### src/rtl/core/assert_macros.svh
// Assertion helpers shared by the quantizer RTL.
// KQ_ASSERT checks outside reset; KQ_ASSERT_ALWAYS checks at every edge.
`ifndef ASSERT_MACROS_SVH
`define ASSERT_MACROS_SVH
`ifndef SYNTHESIS
`define KQ_ASSERT(name, prop) \
	name: assert property (@(posedge clk) disable iff (!arst_n) prop) \
		else $error("%m: check failed");
`define KQ_ASSERT_ALWAYS(name, prop) \
	name: assert property (@(posedge clk) prop) \
		else $error("%m: check failed");
`else
`define KQ_ASSERT(name, prop)
`define KQ_ASSERT_ALWAYS(name, prop)
`endif
`endif

### src/rtl/core/kqnt_pkg.sv
package kqnt_pkg;

	localparam int CHAN_W = 8;
	localparam int IDX_W  = 14;
	localparam int CL_W   = 3;
	localparam int NK_W   = 4;
	localparam int IT_W   = 4;
	localparam int PC_W   = 15;
	localparam int LAB_W  = 3;
	localparam int APB_AW = 4;
	localparam int APB_DW = 32;

	localparam logic [1:0] MODE_LOAD = 2'd0;
	localparam logic [1:0] MODE_SEED = 2'd1;
	localparam logic [1:0] MODE_RUN  = 2'd2;
	localparam logic [1:0] MODE_READ = 2'd3;

	localparam logic [1:0] REG_NUM_CLUSTERS = 2'd0;
	localparam logic [1:0] REG_ITER_COUNT   = 2'd1;
	localparam logic [1:0] REG_PIXEL_COUNT  = 2'd2;

	localparam logic [NK_W-1:0] NUM_CLUSTERS_RST = 4'd2;
	localparam logic [IT_W-1:0] ITER_COUNT_RST   = 4'd10;
	localparam logic [PC_W-1:0] PIXEL_COUNT_RST  = 15'd16384;

	typedef struct packed {
		logic [1:0]        mode;
		logic [IDX_W-1:0]  pixel_index;
		logic [CL_W-1:0]   cluster_index;
		logic [CHAN_W-1:0] chan_a;
		logic [CHAN_W-1:0] chan_b;
		logic [CHAN_W-1:0] chan_c;
	} in_item_t;

	typedef struct packed {
		logic              status;
		logic [LAB_W-1:0]  label;
		logic [CHAN_W-1:0] color_a;
		logic [CHAN_W-1:0] color_b;
		logic [CHAN_W-1:0] color_c;
	} out_item_t;

	typedef struct packed {
		logic [NK_W-1:0] num_clusters;
		logic [IT_W-1:0] iteration_count;
		logic [PC_W-1:0] pixel_count;
	} cfg_t;

	typedef enum logic [3:0] {
		ST_IDLE,
		ST_FETCH,
		ST_RUN_CLR,
		ST_RUN_RD,
		ST_RUN_LAT,
		ST_RUN_DIST,
		ST_RUN_ACC,
		ST_UPD,
		ST_DIV
	} kq_state_t;

endpackage

### src/rtl/core/kqnt_div.sv
`include "assert_macros.svh"

// Restoring divider, one quotient bit per cycle.
module kqnt_div import kqnt_pkg::*; #(
	parameter int DW = 31,
	parameter int VW = 15
) (
	input  logic          clk,
	input  logic          arst_n,
	input  logic          start,
	input  logic [DW-1:0] dividend,
	input  logic [VW-1:0] divisor,
	output logic          busy,
	output logic          done,
	output logic [DW-1:0] quotient
);

	localparam int CNT_W = $clog2(DW + 1);

	logic [DW-1:0]    quo_q;
	logic [VW-1:0]    rem_q;
	logic [VW-1:0]    dvs_q;
	logic [CNT_W-1:0] cnt_q;
	logic [VW:0]      trial;
	logic             fits;

	assign trial    = {rem_q, quo_q[DW-1]};
	assign fits     = trial >= {1'b0, dvs_q};
	assign busy     = cnt_q != '0;
	assign done     = cnt_q == CNT_W'(1);
	assign quotient = {quo_q[DW-2:0], fits};

	always_ff @(posedge clk or negedge arst_n) begin
		if (!arst_n) begin
			cnt_q <= '0;
		end else if (start) begin
			cnt_q <= CNT_W'(DW);
		end else if (busy) begin
			cnt_q <= cnt_q - CNT_W'(1);
		end
	end

	always_ff @(posedge clk) begin
		if (start) begin
			quo_q <= dividend;
			rem_q <= '0;
			dvs_q <= divisor;
		end else if (busy) begin
			quo_q <= {quo_q[DW-2:0], fits};
			rem_q <= fits ? VW'(trial - {1'b0, dvs_q}) : trial[VW-1:0];
		end
	end

	`KQ_ASSERT(a_no_restart, busy |-> !start)
	`KQ_ASSERT(a_done_after_busy, done |-> $past(busy))
	`KQ_ASSERT_ALWAYS(a_rst_idle, !arst_n |-> !busy)

endmodule

### config.mk
export PLATFORM = sky130hd
export DESIGN_NAME = kqnt_div
export DESIGN_NICKNAME = d
export VERILOG_FILES = /design/src/rtl/core/kqnt_pkg.sv /design/src/rtl/core/kqnt_div.sv
export VERILOG_INCLUDE_DIRS = /design/src /design/src/rtl/core
export SDC_FILE = /design/constraint.sdc
export NUM_CORES = 1
export LEC_CHECK = 0
export BUFFER_PORTS_ARGS = -buffer_cell sky130_fd_sc_hd__buf_2
export CORE_MARGIN = 8
export CORE_UTILIZATION = 40
export CTS_CLUSTER_SIZE = 14
export DETAILED_ROUTE_END_ITERATION = 7
export SKIP_CTS_REPAIR_TIMING = 1
export SYNTH_ARGS = -nofsm -noshare
export SYNTH_HDL_FRONTEND = slang
export SYNTH_SLANG_ARGS = --single-unit
### constraint.sdc
create_clock -name clk -period 5.12 [get_ports clk]
set_input_delay 0.512 -clock clk [delete_from_list [all_inputs] [get_ports clk]]
set_output_delay 0.512 -clock clk [all_outputs]
set_load 0.05 [all_outputs]
======== Word level (Yosys, flattened, before mapping) ========
Cells that the tools add are included.
cells by class
  $add $sub $neg .......................... 2
  multipliers ............................. 0
  div/mod/pow operators ................... 0
  magnitude comparators ................... 1
  equality and inequality tests ........... 1
  shift-type cells ........................ 0
  multiplexer cells ....................... 5
  bitwise gates (word level) .............. 0
  reduce and logical (&&, ||, !) cells .... 2
operator list
  operator                                          count
  two-way mux 31 bit                                2
  greater-or-equal comparator 16 x 15 -> 1 bit      1
  two-way mux 15 bit                                1
  subtractor 15 bit                                 1
  two-way mux 5 bit                                 2
  == test 5 x 1 -> 1 bit, second input constant     1
  nonzero test 5 bit                                1
  subtractor 5 x 1 -> 5 bit, second input constant  1
  nonzero test 2 bit                                1
storage, ports and cells
  bits in registers ....................... 66
  latch bits .............................. 0
  memory bits (writable) .................. 0
  bits in read-only memories .............. 0
  input bits .............................. 49
  logic and storage cells ................. 15
  memories ................................ 0

======== Logic depth before layout (Yosys ltp) ========
  depth in word-level cells ............... 3
  gate-level depth with buffers ........... 11
  gate-level depth less buffers ........... 10

======== Worst setup path before layout ========
No wires, ideal clock.
  kind .................................... reg2out
  from .................................... register quo_q[30]
  to ...................................... output port quotient[0]
  data arrival time ....................... 2.064 ns
  required time ........................... 4.608 ns
  path slack .............................. 2.544 ns
  cell stages (with the launch flop) ...... 11
  path buffers ............................ 2
  path through ............................ edfxtp_1 > inv_1 > ha_1 > fa_1 > and2b_1 > o22ai_2 > a211oi_2 > o31ai_4 > inv_2 > buf_4 > buf_4
between the ends
  longest elaborated chain between the ends .. 1
ends and longest elaborated chain
  item                                          RTL line        RTL
  start, declared                               kqnt_div.sv:20  logic [DW-1:0] quo_q;
  start signal, assigned                        kqnt_div.sv:45  quo_q <= dividend;
  start signal, assigned                        kqnt_div.sv:49  quo_q <= {quo_q[DW-2:0], fits};
  greater-or-equal comparator 16 x 15 -> 1 bit  kqnt_div.sv:28  assign fits = trial >= {1'b0, dvs_q};
  end, declared                                 kqnt_div.sv:15  output logic [DW-1:0] quotient
Every way passes these cells.

======== Final worst setup path ========
Same ends and word-level chain as after synthesis.

==> impl_results.md <==
- Crit path max fanout: 17
- Final setup skew: 0.00715 ns
- Tightest Hold Check Type: input pin to flop
- Rows: 35
- Final #Nets: 470
- EDFF count, synth: 46
- FF+latch count, synth: 66
- Synth warn: 0
- Cell count after synthesis: 351
- Synth-to-layout area growth: 13.8%
- Layout cells sized above 1: 34.4%
- Core ar.: 9280 um^2
- Die Ht: 114 um
- Register area share after synthesis: 47.2%
- H-tree levels: 3
- # IOs: 82
- Hold Crit Endpoint: dvs_q[11]
- Area after DPL: 4130 um^2
- Crit path buf inv count: 3
- DR iter-0 viols: 129
- Final setup TNS: 0 ns
- Slew Viols, Final: 0
- Synthesized Nets: 419
- Arrival time worst endpoint: 2.98 ns
- Crit path cell chain: inv_1 -> ha_1 -> fa_1 -> and2b_1 -> o22ai_2 -> a211oi_2 -> o31ai_4 -> inv_2 -> buf_2
- WP data required: 4.61 ns
- Worst-case vdd ir drop: 0.172 mV
- RSZ-0062 raised after global routing: false
- Final Hold Vio Count: 0
- Die Area: 13000 um^2
- Hold Path Cell Cnt: 1
- Die width: 114 um
- Final Cell Area: 4350 um^2
- TritonCTS clock tree: done
- WS Path Type: flop to output pin
- Largest net degree at the start of global routing: 31
- Reg2reg path depth: 10
- Area taken by multi-input logic gates: 1640 um^2
- GR Util All Layers: 13.2%
- Number of port buffers: 81
- # setup viols final: 0
- Min Tclk post-route: 3.49 ns
- Worst skew pair latency: 0.34 ns
- Clock slew at reported path FFs: 0.08 ns
- Total power: 0.00136 W
- DP Wirelength: 6180 um
- Ys async rst share: 7.58%
- # DRC: 0
- Remaining global-route overflow: 0
- PD cells: 313 nW/um^2
- Unique cell type count in the Yosys netlist: 59
- CP endpoint kind: output pin
- Vias in the first global route: 2799
- Initial antenna violation count: 0
- Hold_sp: divisor[11]
- R2r startpoint: quo_q[30]
- Critical-path top delay cell: o31ai_4
- Status: complete, no violations
- First-pass GRT wire length: 13700 um
- Initial Util: 41.2%
- Final GP Congestion: 0.822
- Post-Syn Area: 3830 um^2
- WL/cell: 15.5 um
- Max stage delay on crit path: 0.67 ns
- Sequential Area: 1810 um^2
- R2R Path End: rem_q[1]
- Fillers: 916
- Max_slew headroom: 50.4%
- Setup slack, reg-to-reg: 2.18 ns
- CTS Root Cell: clkbuf_8
- F_max: 287 MHz
- Antenna cells: 0
- Max-capacitance violation count: 0
- DRT antenna net count: 0
- Leak: 1.86 nW
- Drt pass-1 iters: 4
- Syn_area_per_cell: 10.9 um^2
- CP Launch Type: flop
- Wirelength, routed: 8310 um
- DR vias: 2690
- Via/cell ratio: 5.02
- CP top delay family: compound AO/OA/AOI/OAI gates
- Fin crit share: 68.1%
- CTS buffer count: 9
- Worst slew pin tran: 0.745 ns
- CTS Sinks: 66
- CTS Buffer Depth: 2
- Synth Flop Type: edfxtp_1
-- state kept, by name (all words and copies together) (netlist names) --
signal,count
dvs_q,15
rem_q,15
cnt_q,5
quo_q,31
-- power breakdown --
group	switching (W)	internal (W)	total [W]
registers	0.0000173	0.000613	0.000631
logic	0.000163	0.0000854	0.000248
clock network	0.000211	0.000273	0.000484
-- cells in the mapped netlist, types with 2 or more instances --
library cell	count	area (um^2)
edfxtp_1	46	1380
buf_4	33	248
mux2_2	30	338
inv_1	21	78.8
nor2_1	21	78.8
nand2_1	20	75.1
ha_1	18	225
a21oi_1	15	75.1
dfxtp_1	15	300
clkbuf_1	10	37.5
nand3_1	10	50.1
a311oi_1	9	78.8
o21ai_0	8	40.0
a21o_1	5	37.5
dfrtp_1	5	125
nand2b_1	5	31.3
nand3b_1	5	37.5
nand4_1	5	31.3
xnor2_1	5	43.8
a211o_1	4	35.0
and2_1	4	25.0
nor3_1	4	20.0
o21a_1	4	30.0
a31o_2	3	26.3
or4_1	3	22.5
xor2_1	3	26.3
a211oi_1	2	15.0
a31oi_1	2	12.5
and3_1	2	12.5
buf_1	2	7.51
o211ai_1	2	15.0
o41ai_1	2	17.5
or3_1	2	12.5
-- cell type report --
| class | instances | area share (%) |
|---|---|---|
| sequential | 66 | 41.5 |
| tap | 129 | 3.71 |
| clock buffer | 9 | 2.84 |
| timing repair buffer | 86 | 10.2 |
| clock inverter | 7 | 2.16 |
| multi-input combinational | 217 | 37.7 |
| inverter | 22 | 1.90 |
-- worst register-to-register path: cells and delay by family, from the launching register on --
family | cells | cell delay [ns]
AO/OA/AOI/OAI | 3 | 0.96
adder cells (fa/ha/maj) | 2 | 0.41
buffers and inverters | 2 | 0.40
flip-flops | 1 | 0.37
AND/OR/NAND/NOR | 3 | 0.76
-- worst max path at each step --
stage	startpoint	end	slack (ns)	depth (start not counted)
2_1_floorplan	quo_q[30]	quotient[0]	2.54	10
4_1_cts	quo_q[30]	quotient[0]	1.64	9
3_5_place_dp	quo_q[30]	quotient[0]	2.00	9
5_1_grt	quo_q[30]	quotient[0]	1.45	9
6_report	quo_q[30]	quotient[0]	1.63	9
3_3_place_gp	quo_q[30]	quotient[0]	2.06	9
-- cells in the final DEF, fill, tap and decap left out, drive strengths merged, types with 10 or more instances in the layout --
cell type / instances
nand2: 20
a21oi: 16
o21ai: 10
inv: 22
nor2: 21
buf: 85
ha: 18
mux2: 30
edfxtp: 46
nand3: 10
dfxtp: 15
-- per-stage QoR --
step | worst slack (ns) | utilization (%) | instances | hold slack, ns
final | 1.63 | 46.9 | 536 | 0.344
after global routing | 1.45 | 46.9 | 536 | 0.328
after CTS | 1.64 | 46.8 | 535 | -0.0341
after detailed placement | 2.00 | 44.4 | 519 | 0.335
after global placement | 2.06 | 44.4 | 519 | 0.335
after floorplan | 2.54 | - | 351 | 0.216
-- cell families after synthesis --
| kind of cell | count (synthesis) | synth area share, % |
|---|---|---|
| adder cells (fa/ha/maj) | 19 | 6.41 |
| XOR/XNOR | 8 | 1.83 |
| buffers and inverters | 68 | 9.94 |
| AO/OA/AOI/OAI | 71 | 13.8 |
| flip-flops | 66 | 47.2 |
| multiplexers | 31 | 9.09 |
| AND/OR/NAND/NOR | 88 | 11.7 |
-- metal layers --
layer  global-route usage, %  routed length (um)  vias to the layer above
li1                        -                   -                     1357
met1                    15.7                3650                     1277
met2                    22.3                4220                       46
met3                    3.43                 342                       10
met4                    5.06                 109                        0
met5                       0                   0                        -
(Power assumes the default switching activity.)
