$ cat src/rtl/core/assert_macros.svh
// Assertion helpers shared by the quantizer RTL.
// KQ_ASSERT checks outside reset; KQ_ASSERT_ALWAYS checks at every edge.
`ifndef ASSERT_MACROS_SVH
`define ASSERT_MACROS_SVH
`ifndef SYNTHESIS
`define KQ_ASSERT(name, prop) \
	name: assert property (@(posedge clk) disable iff (!arst_n) prop) \
		else $error("%m: check failed");
`define KQ_ASSERT_ALWAYS(name, prop) \
	name: assert property (@(posedge clk) prop) \
		else $error("%m: check failed");
`else
`define KQ_ASSERT(name, prop)
`define KQ_ASSERT_ALWAYS(name, prop)
`endif
`endif

$ cat src/rtl/core/kqnt_pkg.sv
package kqnt_pkg;

	localparam int CHAN_W = 8;
	localparam int IDX_W  = 14;
	localparam int CL_W   = 3;
	localparam int NK_W   = 4;
	localparam int IT_W   = 4;
	localparam int PC_W   = 15;
	localparam int LAB_W  = 3;
	localparam int APB_AW = 4;
	localparam int APB_DW = 32;

	localparam logic [1:0] MODE_LOAD = 2'd0;
	localparam logic [1:0] MODE_SEED = 2'd1;
	localparam logic [1:0] MODE_RUN  = 2'd2;
	localparam logic [1:0] MODE_READ = 2'd3;

	localparam logic [1:0] REG_NUM_CLUSTERS = 2'd0;
	localparam logic [1:0] REG_ITER_COUNT   = 2'd1;
	localparam logic [1:0] REG_PIXEL_COUNT  = 2'd2;

	localparam logic [NK_W-1:0] NUM_CLUSTERS_RST = 4'd2;
	localparam logic [IT_W-1:0] ITER_COUNT_RST   = 4'd10;
	localparam logic [PC_W-1:0] PIXEL_COUNT_RST  = 15'd16384;

	typedef struct packed {
		logic [1:0]        mode;
		logic [IDX_W-1:0]  pixel_index;
		logic [CL_W-1:0]   cluster_index;
		logic [CHAN_W-1:0] chan_a;
		logic [CHAN_W-1:0] chan_b;
		logic [CHAN_W-1:0] chan_c;
	} in_item_t;

	typedef struct packed {
		logic              status;
		logic [LAB_W-1:0]  label;
		logic [CHAN_W-1:0] color_a;
		logic [CHAN_W-1:0] color_b;
		logic [CHAN_W-1:0] color_c;
	} out_item_t;

	typedef struct packed {
		logic [NK_W-1:0] num_clusters;
		logic [IT_W-1:0] iteration_count;
		logic [PC_W-1:0] pixel_count;
	} cfg_t;

	typedef enum logic [3:0] {
		ST_IDLE,
		ST_FETCH,
		ST_RUN_CLR,
		ST_RUN_RD,
		ST_RUN_LAT,
		ST_RUN_DIST,
		ST_RUN_ACC,
		ST_UPD,
		ST_DIV
	} kq_state_t;

endpackage

$ cat src/rtl/core/kqnt_cfg.sv
module kqnt_cfg import kqnt_pkg::*; (
	input  logic              clk,
	input  logic              arst_n,
	input  logic              psel,
	input  logic              penable,
	input  logic              pwrite,
	input  logic [APB_AW-1:0] paddr,
	input  logic [APB_DW-1:0] pwdata,
	output logic [APB_DW-1:0] prdata,
	output logic              pready,
	output cfg_t              cfg
);

	cfg_t       cfg_q;
	logic [1:0] reg_idx;
	logic       wr_en;

	assign reg_idx = paddr[3:2];
	assign wr_en   = psel && penable && pwrite;
	assign pready  = 1'b1;
	assign cfg     = cfg_q;

	always_ff @(posedge clk or negedge arst_n) begin
		if (!arst_n) begin
			cfg_q.num_clusters    <= NUM_CLUSTERS_RST;
			cfg_q.iteration_count <= ITER_COUNT_RST;
			cfg_q.pixel_count     <= PIXEL_COUNT_RST;
		end else if (wr_en) begin
			case (reg_idx)
				REG_NUM_CLUSTERS: cfg_q.num_clusters    <= pwdata[NK_W-1:0];
				REG_ITER_COUNT:   cfg_q.iteration_count <= pwdata[IT_W-1:0];
				REG_PIXEL_COUNT:  cfg_q.pixel_count     <= pwdata[PC_W-1:0];
				default: ;
			endcase
		end
	end

	always_comb begin
		case (reg_idx)
			REG_NUM_CLUSTERS: prdata = APB_DW'(cfg_q.num_clusters);
			REG_ITER_COUNT:   prdata = APB_DW'(cfg_q.iteration_count);
			REG_PIXEL_COUNT:  prdata = APB_DW'(cfg_q.pixel_count);
			default:          prdata = '0;
		endcase
	end

endmodule

$ cat config.mk
export PLATFORM = sky130hd
export DESIGN_NAME = kqnt_cfg
export DESIGN_NICKNAME = d
export VERILOG_FILES = /design/src/rtl/core/assert_macros.svh /design/src/rtl/core/kqnt_pkg.sv /design/src/rtl/core/kqnt_cfg.sv
export SDC_FILE = /design/constraint.sdc
export NUM_CORES = 1
export LEC_CHECK = 0
export ABC_CLOCK_PERIOD_IN_PS = 2100
export BUFFER_PORTS_ARGS = -buffer_cell sky130_fd_sc_hd__buf_2
export CAP_MARGIN = 30
export CORE_MARGIN = 2
export CORE_UTILIZATION = 30
export DETAILED_ROUTE_END_ITERATION = 10
export MAX_ROUTING_LAYER = met4
export SLEW_MARGIN = 40
export SYNTH_ARGS = -nofsm -noshare
export SYNTH_HDL_FRONTEND = slang
export SYNTH_SLANG_ARGS = --single-unit
$ cat constraint.sdc
create_clock -name clk -period 2.1 [get_ports clk]
set_input_delay 0.42 -clock clk [delete_from_list [all_inputs] [get_ports clk]]
set_output_delay 0.42 -clock clk [all_outputs]
set_load 0.01 [all_outputs]
# [Word level (Yosys, flattened, before mapping)]
# Cells that the tools add are included.
[totals] reg_bits=23 inputBits=41 output_inout_bits=56 word_cells=12
[op_classes] n_eq_ne=2 mux=1 n_reduce_logical=6
[ops] op="15-bit one-hot mux with 3 select lines" n=1
[ops] op="2-bit AND reduction" n=3
[ops] op="2-bit by 1-bit equality test with 1-bit output (second input constant)" n=1
[ops] op="2-bit equality test (second input constant)" n=1
[ops] op="1-bit logical AND" n=2
[ops] op="2-bit zero test" n=1

# [Depth between registers and ports, before layout]
# Gate-level depths: netlist (run 1).
[logic_depth] word_depth=3 depth_mapped=4 depth_no_buf=3

# [Worst setup path after synthesis (run 1)]
# Ideal clock, no wire load.
[synth_path] path_kind="input port to output port" from="input paddr[3]" to="output prdata[10]" arrival_time_ps=1064 required_ps=1680 path_slack_ps=616 stages=4 n_path_buf=2 cell_sequence="buf_6 > nor2b_1 > clkbuf_1 > and2_1"
[synth_via] elab_chain_len=2 elab_cells_between_ends=4 cone_classes="2 x eq/ne; 1 x mux; 1 x reduce/logical"
[synth_rtl] item="start, declared" line_no="kqnt_cfg.sv:7" rtl="input logic [APB_AW-1:0] paddr,"
[synth_rtl] item="2-bit equality test (tied with other cells)" line_no="kqnt_cfg.sv:39" rtl="case (reg_idx)"
[synth_rtl] item="15-bit one-hot mux with 3 select lines *" line_no="kqnt_cfg.sv:39"
[synth_rtl] item="end, declared" line_no="kqnt_cfg.sv:9" rtl="output logic [APB_DW-1:0] prdata,"
# Mark *: on every way between the ends. The rest lies on a longest branch, timed or not.

# [Worst setup path after layout (run 1)]
[layout_path] from="input paddr[2]" to="output prdata[0]"
# The elaborated chain is that of the path after synthesis.

==> summary.md, run 1 <==
| Metric | Value |
|---|---|
| Fraction of the yosys area taken by sequential cells | 46.12% |
| Effective utilization at floorplan | roughly 31% |
| Switching part of the total | a little under a third |
| I/O pin cnt | 97 |
| H-tree depth reported by CTS | 1 |
| Seq pwr share | between 40% and 50% |
| Area added between synthesis and finish | 24.85% |
| Number of global-route vias before repair | 870 |
| Max incr delay on CP | around 0.36 ns |
| Clock tree skew after final layout | 0 ns |
| Mean post-synth cell area | approximately 13 um2 |
| Remaining antenna violation count | 0 |
| Number of violations reported at the end of detailed-routing iteration 0 | 11 |
| Transition time at the pin with the least slew margin | 0.5144 ns |
| Worst max-slew margin expressed relative to the limit | 65.71% |
| Share of post-route cells with drive strength above 1 | around three fifths |
| Run status | completed |
| Comb pwr share | 32.0% |
| CTS sink cnt | 23 |
| RSZ-0062 raised after global routing | false |
| Finished Layout Cells | 209 |
| Post-CTS clock slew at the launch and capture registers of the worst setup and hold paths | roughly 0.08 ns |
| Part of the power in the clock network | a little over 20% |
| Number of antenna violations at the first check in global routing | 0 |
| Maximum number of pins on one net before global-route repair | 24 |
| Time the final worst path needs with I/O delays and setup | ~1.7 ns |
| Commonest cells after routing, fill and taps aside | sky130_fd_sc_hd__buf_2 (59), sky130_fd_sc_hd__dfrtp_1 (19), sky130_fd_sc_hd__conb_1 (18) |
| Slack of the worst reg-to-reg path | approximately 1.3 ns |
| Cell leakage power | around 0.00084 uW |
| Total global-route track usage | about 12% |
| Die outline height | 68.78 um |
| Wire length reported by the detailed router | 2.686 mm |
| Unique masters post-synth | 18 |
| Filler Cells Inserted | roughly 400 |
| Wire length of the first global-routing pass | 4.043 mm |
| Antenna fix cells | 0 |
| Maximum VDD drop | 0.0003409 V |
| Post-Syn Instances | between 90 and 100 |
| Maximum frequency from static timing analysis | ~580 MHz |
| Die outline area | around 4700 um2 |
| R2r endpoint | cfg[2] |
| Top cell by count, worst path | sky130_fd_sc_hd__buf_2 |
| R2R depth | 1 |
| Dpl hpwl | between 2 and 2.5 mm |
| First-pass DRT Iterations | 4 |
| Library cell contributing the largest single delay on the critical path | sky130_fd_sc_hd__nor2b_1 |
| Latest clock arrival within the worst-skew pair | 0.26 ns |
| Num CTS Buffers | 3 |
| Final Hold Violating Endpoints | 0 |
| Final RePlAce weighted congestion | 0.6788 |
| Finished Cell Area | approximately 1600 um2 |
| Total negative slack for setup checks | 0 ns |
| Die Width | about 70 um |
| Crit path kind | primary input to primary output |
| Sum of overflow across all layers after global routing | 0 |
| Routed length per placed instance | around 13 um |
| Vias | 897 |
| Synthesized area | approximately 1300 um2 |
| Setup repair bufs after CTS | 0 |
| CTS tree | yes |
| Count of buffers inserted at the top-level ports | slightly below 60 |
| Internal power of the cells | ~920 uW |
| Worst EP arrival | ~1.3 ns |
| Pins over their slew limit | 0 |
| Count of cells resized by post-cts repair | 0 |
| #FFs+latches synth | 23 |
| Number of nets in the finished design | between 200 and 250 |
| Required time reported for the critical path endpoint | ~1.7 ns |
| Number of setup violations in the final report | 0 |
| CP Capture Type | primary output |
| Max FFs per register | 23 |
| Critical path fanouts, max | 9 |
| Post-route DRC violation count | 0 |
| Leading cell type in the layout, fill and taps excluded | sky130_fd_sc_hd__buf_2 |
| Classification of the worst-slack hold path | primary input to async pin |
| Chain of cells forming the critical path | buf_2 > nor2b_1 > nand2_1 > o21ai_0 > buf_2 |
| Count of yosys warnings during synthesis | 0 |
| FF-to-FF Start | cfg[2] |
| CTS Hold Buffers Added | 0 |
| Crit share post-route | roughly four fifths |
| Area of the core | 4029 um2 |
| Drt via density | 4.292 |
| Total net switching power | around 410 uW |
| Count of placed standard cells including taps | around 210 |
| Cell Area, Placed | approximately 1500 um2 |
| Post-placement setup slack | 0.3212 ns |
| Rows | 23 |
| Power density relative to cell area | approximately 840 nW/um2 |
| Post-route worst setup slack | between 0.3 and 0.4 ns |
| Startpoint Class | primary input |
| Maxcap violations | 0 |
| Largest buffer count on any clock path | 2 |
| Clock Tree Root | sky130_fd_sc_hd__clkbuf_8 |
-- power by group through the flow --
stage	combinational, uW	clock (uW)	sequential, uW
floorplan	221	0	684
global placement	426	0	635
detailed placement	435	0	642
CTS	434	286	638
global route	468	296	652
finish	425	268	635
-- metal layers --
layer  global-route usage, %  vias up  part of all wire (%)
met5                       -        -                     0
met1                   13.65      424                    40
li1                        -      410                     -
met3                   1.948        2                   9.5
met2                   21.27       61                    50
met4                   4.412        0                  0.30
-- Yosys cell counts (all sizes together) --
library cell | number | area share [%]
dfrtp | 19 | 38
or3b | 1 | 0.89
clkbuf | 1 | 0.30
conb | 2 | 0.60
nand3 | 1 | 0.80
nor2b | 2 | 0.99
mux2i | 4 | 3.2
nor3b | 1 | 1.5
dfstp | 4 | 8.3
nor3 | 1 | 0.40
mux2 | 23 | 24
o21ai | 4 | 1.6
nand2 | 4 | 1.2
and2 | 11 | 5.5
buf | 21 | 13
-- logic make-up (layout without fill, tap and decap cells) --
logic type,Yosys count,after routing,synth area share (%)
muxes,27,27,26.74
and+or+nand+nor,21,21,11.23
other,2,18,0.5966
DFF,23,23,46.12
AOI/OAI and AO/OA,4,4,1.591
buffers and inverters,22,66,13.72
-- through the flow --
step | power, uW | hold slack, ns | util, %
floorplan | 904.4 | 0.1244 | -
global placement | 1062 | 0.4120 | 37.89
detailed placement | 1077 | 0.4292 | 37.89
CTS | 1358 | 0.1365 | 39.01
global route | 1417 | 0.1494 | 39.01
finish | 1328 | 0.1220 | 39.01
-- cell type report --
class                   instances  area (um2)  share of cell area [%]
multi-input cells              70       565.5                   35.99
clock buffers                   4       45.04                   2.866
repair buffers                 62       317.8                   20.22
well taps                      50       62.56                   3.981
flip-flops and latches         23       580.6                   36.94
-- critical path: cells and delay by family --
kind | cells | cell delay (ns)
AOI/OAI and AO/OA | 1 | 0.09
and+or+nand+nor | 2 | 0.44
buffers and inverters | 2 | 0.35
-- worst max-delay path by stage --
stage               slack, ns     start          to
floorplan                0.62  paddr[3]  prdata[10]
global placement         0.34  paddr[2]   prdata[0]
CTS                      0.32  paddr[2]   prdata[0]
finish                   0.38  paddr[2]   prdata[0]
detailed placement       0.32  paddr[2]   prdata[0]
global route             0.21  paddr[2]   prdata[1]
Note: power is estimated with default switching activity, not from simulation.
==> inputs of run 2 (changes only) <==
--- a/config.mk
+++ b/config.mk
@@ -5,7 +5,7 @@
 export SDC_FILE = /design/constraint.sdc
 export NUM_CORES = 1
 export LEC_CHECK = 0
-export ABC_CLOCK_PERIOD_IN_PS = 2100
+export ABC_CLOCK_PERIOD_IN_PS = 1600
 export BUFFER_PORTS_ARGS = -buffer_cell sky130_fd_sc_hd__buf_2
 export CAP_MARGIN = 30
 export CORE_MARGIN = 2
==> constraint.sdc (replaced) <==
create_clock -name clk -period 1.6 [get_ports clk]
set_input_delay 0.32 -clock clk [delete_from_list [all_inputs] [get_ports clk]]
set_output_delay 0.32 -clock clk [all_outputs]
set_load 0.01 [all_outputs]
==> summary.md, run 2 (same netlist as run 1, synthesis figures left out) <==
| Metric | Value |
|---|---|
| Global routing usage on met3 | 2.110% (+0.16 points) |
| Wire length reported by the detailed router | 2.541 mm (-5.4%) |
| Routed length per placed instance | 11.99 um (-6.7%) |
| Post-route worst setup slack | 0.1213 ns (-0.2591 ns) |
| CTS tree | yes |
| R2r endpoint | cfg[2] |
| Maximum VDD drop | 0.0004448 V (+30%) |
| Met1 usage | 13.76% (+0.11 points) |
| First-pass DRT Iterations | 4 (unchanged) |
| Final Hold Violating Endpoints | 0 (unchanged) |
| Die outline height | 68.78 um (unchanged) |
| Pins over their slew limit | 0 (unchanged) |
| Power density relative to cell area | 1087 nW/um2 (+29%) |
| Count of buffers inserted at the top-level ports | 59 (unchanged) |
| Leading cell type in the layout, fill and taps excluded | sky130_fd_sc_hd__buf_2 |
| Number of setup violations in the final report | 0 (unchanged) |
| Area of the core | 4029 um2 (unchanged) |
| Crit share post-route | 92.42% |
| Drt via density | 4.259 (-0.76%) |
| Maximum frequency from static timing analysis | around 680 MHz |
| Count of cells resized by post-cts repair | 0 (unchanged) |
| Number of violations reported at the end of detailed-routing iteration 0 | 10 (-1) |
| Classification of the worst-slack hold path | primary input to async pin |
| Seq pwr share | 47.7% (about the same) |
| Cell family with the largest share of critical-path delay | flip-flops |
| Area added between synthesis and finish | 27.63% |
| Effective utilization at floorplan | 31.24% (unchanged) |
| Overall power after layout | 1747 uW (+32%) |
| Worst EP arrival | 1.16 ns (-0.14 ns) |
| Clock tree skew after final layout | 0 ns (unchanged) |
| Slack of the worst reg-to-reg path | 0.80 ns (-0.50 ns) |
| CTS Hold Buffers Added | 0 (unchanged) |
| Post-route DRC violation count | 0 (unchanged) |
| Finished Cell Area | 1607 um2 (+2.2%) |
| Setup repair bufs after CTS | 0 (unchanged) |
| Internal power of the cells | 1215 uW (+32%) |
| Wire length of the first global-routing pass | 3.933 mm (-2.7%) |
| Cell leakage power | 0.0008532 uW (+2.1%) |
| Part of the power in the clock network | 19.9% (-0.3 points) |
| Num CTS Buffers | 3 (unchanged) |
| Commonest cells after routing, fill and taps aside | sky130_fd_sc_hd__buf_2 (59), sky130_fd_sc_hd__dfrtp_1 (19), sky130_fd_sc_hd__conb_1 (18) |
| R2R depth | 1 (unchanged) |
| Total negative slack for setup checks | 0 ns (unchanged) |
| FF-to-FF Start | cfg[2] |
| Die outline area | 4730 um2 (unchanged) |
| CTS sink cnt | 23 (unchanged) |
| Global routing usage on met2 | 19.59% (-1.7 points) |
| Dpl hpwl | 1.968 mm (-3.0%) |
| Remaining antenna violation count | 0 (unchanged) |
| Latest clock arrival within the worst-skew pair | 0.25 ns (about the same) |
| Run status | completed |
| Sum of overflow across all layers after global routing | 0 (unchanged) |
| Chain of cells forming the critical path | mux2i_1 > o21ai_0 > buf_2 |
| Die Width | 68.78 um (unchanged) |
| Antenna fix cells | 0 (unchanged) |
| Rows | 23 (unchanged) |
| Worst max-slew margin expressed relative to the limit | 65.04% (-0.66 points) |
| Vias | 903 (+0.67%) |
| Number of nets in the finished design | 204 (+1.5%) |
| Time the final worst path needs with I/O delays and setup | around 1.5 ns |
| Total net switching power | 531.3 uW (+31%) |
| Max incr delay on CP | 0.55 ns (+0.19 ns) |
| Required time reported for the critical path endpoint | 1.28 ns (-0.40 ns) |
| Final RePlAce weighted congestion | 0.6567 (-3.3%) |
| Largest buffer count on any clock path | 2 (unchanged) |
| Transition time at the pin with the least slew margin | 0.5244 ns (+0.009974 ns) |
| Share of post-route cells with drive strength above 1 | 59.88% (+0.76 points) |
| Total global-route track usage | 11.60% (-0.42 points) |
| Switching part of the total | 30.42% (-0.18 points) |
| Post-placement setup slack | 0.1320 ns (-0.1891 ns) |
| Max FFs per register | 23 (unchanged) |
| Crit path buffers/inverters | 1 (-1) |
| Maximum number of pins on one net before global-route repair | 24 (unchanged) |
| RSZ-0062 raised after global routing | false |
| Number of global-route vias before repair | 900 (+3.4%) |
| CP Capture Type | primary output |
| Comb pwr share | 32.4% (+0.4 points) |
| Number of antenna violations at the first check in global routing | 0 (unchanged) |
| Critical path fanouts, max | 3 (-6) |
| Cell Area, Placed | 1562 um2 (+2.3%) |
| Maxcap violations | 0 (unchanged) |
| Post-CTS clock slew at the launch and capture registers of the worst setup and hold paths | 0.08 ns (about the same) |
| I/O pin cnt | 97 (unchanged) |
| Crit path kind | register to primary output |
| Clock Tree Root | sky130_fd_sc_hd__clkbuf_8 |
| Library cell contributing the largest single delay on the critical path | sky130_fd_sc_hd__dfstp_2 |
| Startpoint Class | register |
| H-tree depth reported by CTS | 1 (unchanged) |
| Most utilized layer in the global route result | met2 |
[run 2: cell types whose count changed in the layout (fill, tap and decap cells not counted)]
cell,before,now
sky130_fd_sc_hd__buf_12,0,1
sky130_fd_sc_hd__buf_4,3,5
[run 2: metrics by stage]
step	hold slack, ns	std cells	util [%]
after global placement	0.3108	208	38.76
final	0.03215	212	39.88
after detailed placement	0.3303	208	38.76
after global routing	0.05266	212	39.88
after CTS	0.03882	212	39.88
after floorplan	0.02441	115	-
[run 2: layout make-up]
cell class,count,area (um2)
timing repair buffer,65,352.8
sequential,23,580.6
clock buffer,4,45.04
fill,389,2422
tap,50,62.56
multi-input combinational,70,565.5
[run 2: metal layers]
| metal | wire length [um] | up-vias |
|---|---|---|
| li1 | - | 422 |
| met1 | 1056 | 418 |
| met2 | 1229 | 61 |
| met3 | 246 | 2 |
| met4 | 8 | 0 |
| met5 | 0 | - |
[run 2: how the worst max path moves through the flow]
stage	end	cells past startpoint	startpoint	slack [ns]
after CTS	prdata[1]	3	cfg[20]	0.08
after floorplan	cfg[10]	4	pwrite	0.23
after global routing	prdata[1]	3	cfg[20]	0.03
final	prdata[1]	3	cfg[20]	0.12
after global placement	prdata[3]	6	paddr[2]	0.14
after detailed placement	prdata[3]	6	paddr[2]	0.13
[run 2: power by group through the flow]
| stage | logic, uW | clock network, uW | registers [uW] |
|---|---|---|---|
| 2_1_floorplan | 290 | 0 | 897 |
| 4_1_cts | 576 | 374 | 835 |
| 5_1_grt | 621 | 390 | 854 |
| 3_5_place_dp | 576 | 0 | 840 |
| 3_3_place_gp | 567 | 0 | 833 |
| 6_report | 565 | 348 | 833 |
==> inputs of run 3 (changes only) <==
--- a/config.mk
+++ b/config.mk
@@ -11,6 +11,7 @@
 export CORE_MARGIN = 2
 export CORE_UTILIZATION = 30
 export DETAILED_ROUTE_END_ITERATION = 10
+export GPL_TIMING_DRIVEN = 0
 export MAX_ROUTING_LAYER = met4
 export SLEW_MARGIN = 40
 export SYNTH_ARGS = -nofsm -noshare
==> summary.md, run 3 (same netlist as run 1, synthesis figures left out) <==
| Metric | Value |
|---|---|
| Run status | completed |
| Post-CTS clock slew at the launch and capture registers of the worst setup and hold paths | 0.08 ns (about the same) |
| Post-placement setup slack | -0.09295 ns (-0.2250 ns) |
| Die outline height | 68.78 um (unchanged) |
| Transition time at the pin with the least slew margin | 0.7869 ns (+0.2625 ns) |
| CTS tree | yes |
| Cell Area, Placed | 1667 um2 (+6.7%) |
| Required time reported for the critical path endpoint | 1.28 ns (about the same) |
| Worst EP arrival | 1.16 ns (about the same) |
| Number of antenna violations at the first check in global routing | 0 (unchanged) |
| Sum of overflow across all layers after global routing | 0 (unchanged) |
| Vias | 955 (+5.8%) |
| Final Hold Violating Endpoints | 0 (unchanged) |
| H-tree depth reported by CTS | 1 (unchanged) |
| Antenna fix cells | 0 (unchanged) |
| Number of setup violations in the final report | 0 (unchanged) |
| Maximum VDD drop | 0.0005062 V (+14%) |
| Storage element area | 580.6 um2 (unchanged) |
| Drt via density | 4.226 (-0.79%) |
| Wire length reported by the detailed router | 2.819 mm (+11%) |
| Post-route worst setup slack | 0.1239 ns (+0.002533 ns) |
| Clock tree skew after final layout | 0 ns (unchanged) |
| RSZ-0062 raised after global routing | false |
| Count of placed standard cells including taps | 222 (+6.7%) |
| Latest clock arrival within the worst-skew pair | 0.26 ns (about the same) |
| First-pass DRT Iterations | 2 (-2) |
| Area added between synthesis and finish | 36.08% |
| Classification of the worst-slack hold path | primary input to async pin |
| I/O pin cnt | 97 (unchanged) |
| Critical path fanouts, max | 3 (unchanged) |
| Number of nets in the finished design | 218 (+6.9%) |
| Finished Cell Area | 1713 um2 (+6.6%) |
| Share of post-route cells with drive strength above 1 | 63.07% (+3.2 points) |
| Power density relative to cell area | 1041 nW/um2 (-4.2%) |
| Crit path kind | register to primary output |
| Pins over their slew limit | 0 (unchanged) |
| Dpl hpwl | 2.153 mm (+9.4%) |
| Switching part of the total | 30.49% (+0.072 points) |
| Finished Core Util | 42.52% (+2.6 points) |
| Wire length of the first global-routing pass | 4.250 mm (+8.1%) |
| Max FFs per register | 23 (unchanged) |
| Maxcap violations | 0 (unchanged) |
| Largest buffer count on any clock path | 2 (unchanged) |
| Area of the core | 4029 um2 (unchanged) |
| Number of global-route vias before repair | 887 (-1.4%) |
| CTS sink cnt | 23 (unchanged) |
| Part of the power in the clock network | 19.8% (about the same) |
| Startpoint Class | register |
| Final RePlAce weighted congestion | 0.6953 (+5.9%) |
| Number of violations reported at the end of detailed-routing iteration 0 | 13 (+3) |
| Filler Cells Inserted | 403 (+3.6%) |
| Count of buffers inserted at the top-level ports | 57 (-3.4%) |
| Crit share post-route | 92.26% (-0.16 points) |
| CP Capture Type | primary output |
| Remaining antenna violation count | 0 (unchanged) |
| Commonest cells after routing, fill and taps aside | sky130_fd_sc_hd__buf_2 (57), sky130_fd_sc_hd__dfrtp_1 (19), sky130_fd_sc_hd__buf_4 (18), sky130_fd_sc_hd__conb_1 (18), sky130_fd_sc_hd__mux2_2 (12) |
| Effective utilization at floorplan | 31.24% (unchanged) |
| Leading cell type in the layout, fill and taps excluded | sky130_fd_sc_hd__buf_2 |
| Cell leakage power | 0.0009311 uW (+9.1%) |
| Routed length per placed instance | 12.47 um (+4.1%) |
| Clock Tree Root | sky130_fd_sc_hd__clkbuf_8 |
| Num CTS Buffers | 3 (unchanged) |
| Internal power of the cells | 1240 uW (+2.0%) |
| Post-route DRC violation count | 0 (unchanged) |
| Finished Layout Cells | 226 (+6.6%) |
| Maximum frequency from static timing analysis | 677.4 MHz (+0.17%) |
| Seq pwr share | 46.9% (-0.8 points) |
| Comb pwr share | 33.3% (+0.9 points) |
| Die Width | 68.78 um (unchanged) |
| Area of the multi-input gates | 565.5 um2 (unchanged) |
| Rows | 23 (unchanged) |
| Die outline area | 4730 um2 (unchanged) |
| Total global-route track usage | 12.76% (+1.2 points) |
| Maximum number of pins on one net before global-route repair | 24 (unchanged) |
| Hold WS | 0.02459 ns (-0.007557 ns) |
| Worst max-slew margin expressed relative to the limit | 47.14% (-18 points) |
| Time the final worst path needs with I/O delays and setup | 1.476 ns (-0.002533 ns) |
| Total net switching power | 543.9 uW (+2.4%) |
-- run 3: area by class of cell --
cell class,count,share of cell area (%)
Timing Repair Buffer,57,16.65
Multi-Input combinational cell,70,33.02
Buffer,22,10.15
Clock buffer,4,2.630
Sequential cell,23,33.89
Tap cell,50,3.652
-- run 3: worst paths after layout --
| path | start | to | slack, ns | cells past startpoint |
|---|---|---|---|---|
| max in group asynchronous | arst_n | cfg[16] | 1.20 | 1 |
| worst min-delay path | arst_n | cfg[12] | 0.02 | 1 |
| worst max register to register | cfg[6] | cfg[6] | 0.79 | 1 |
| worst max-delay path | cfg[20] | prdata[1] | 0.12 | 3 |
| worst min register to register | cfg[15] | cfg[15] | 0.53 | 1 |
| min in group clk | pwdata[5] | cfg[5] | 0.29 | 2 |
-- run 3: per-layer routing --
metal	share of wire [%]	vias up	global-route usage (%)
met1	41	444	15.20
li1	-	446	-
met5	0	-	-
met3	11	4	1.948
met4	1.0	0	4.412
met2	47	61	22.00
-- run 3: critical path: stages (launching register included) --
cell	delay [ns]
sky130_fd_sc_hd__dfstp_2	0.54
sky130_fd_sc_hd__mux2i_1	0.06
sky130_fd_sc_hd__o21ai_0	0.14
sky130_fd_sc_hd__buf_2	0.15
-- run 3: power by group through the flow --
stage / clock network [uW] / registers, uW / logic, uW
floorplan: 0 / 897 / 290
global placement: 0 / 833 / 595
detailed placement: 0 / 846 / 604
CTS: 369 / 838 / 604
global route: 389 / 860 / 652
finish: 354 / 836 / 594
-- run 3: stage by stage --
step | TNS, ns | total power [uW]
final | 0 | 1784
after global routing | 0 | 1901
after CTS | 0 | 1812
after detailed placement | -0.7689 | 1450
after global placement | -0.1814 | 1428
after floorplan | 0 | 1187
-- run 3: timing repair --
action | CTS | global route
endpoints found under the setup margin | 0 | 10
hold buffers | 0 | 0
resized for setup | 0 | 2
setup buffers | 0 | 0
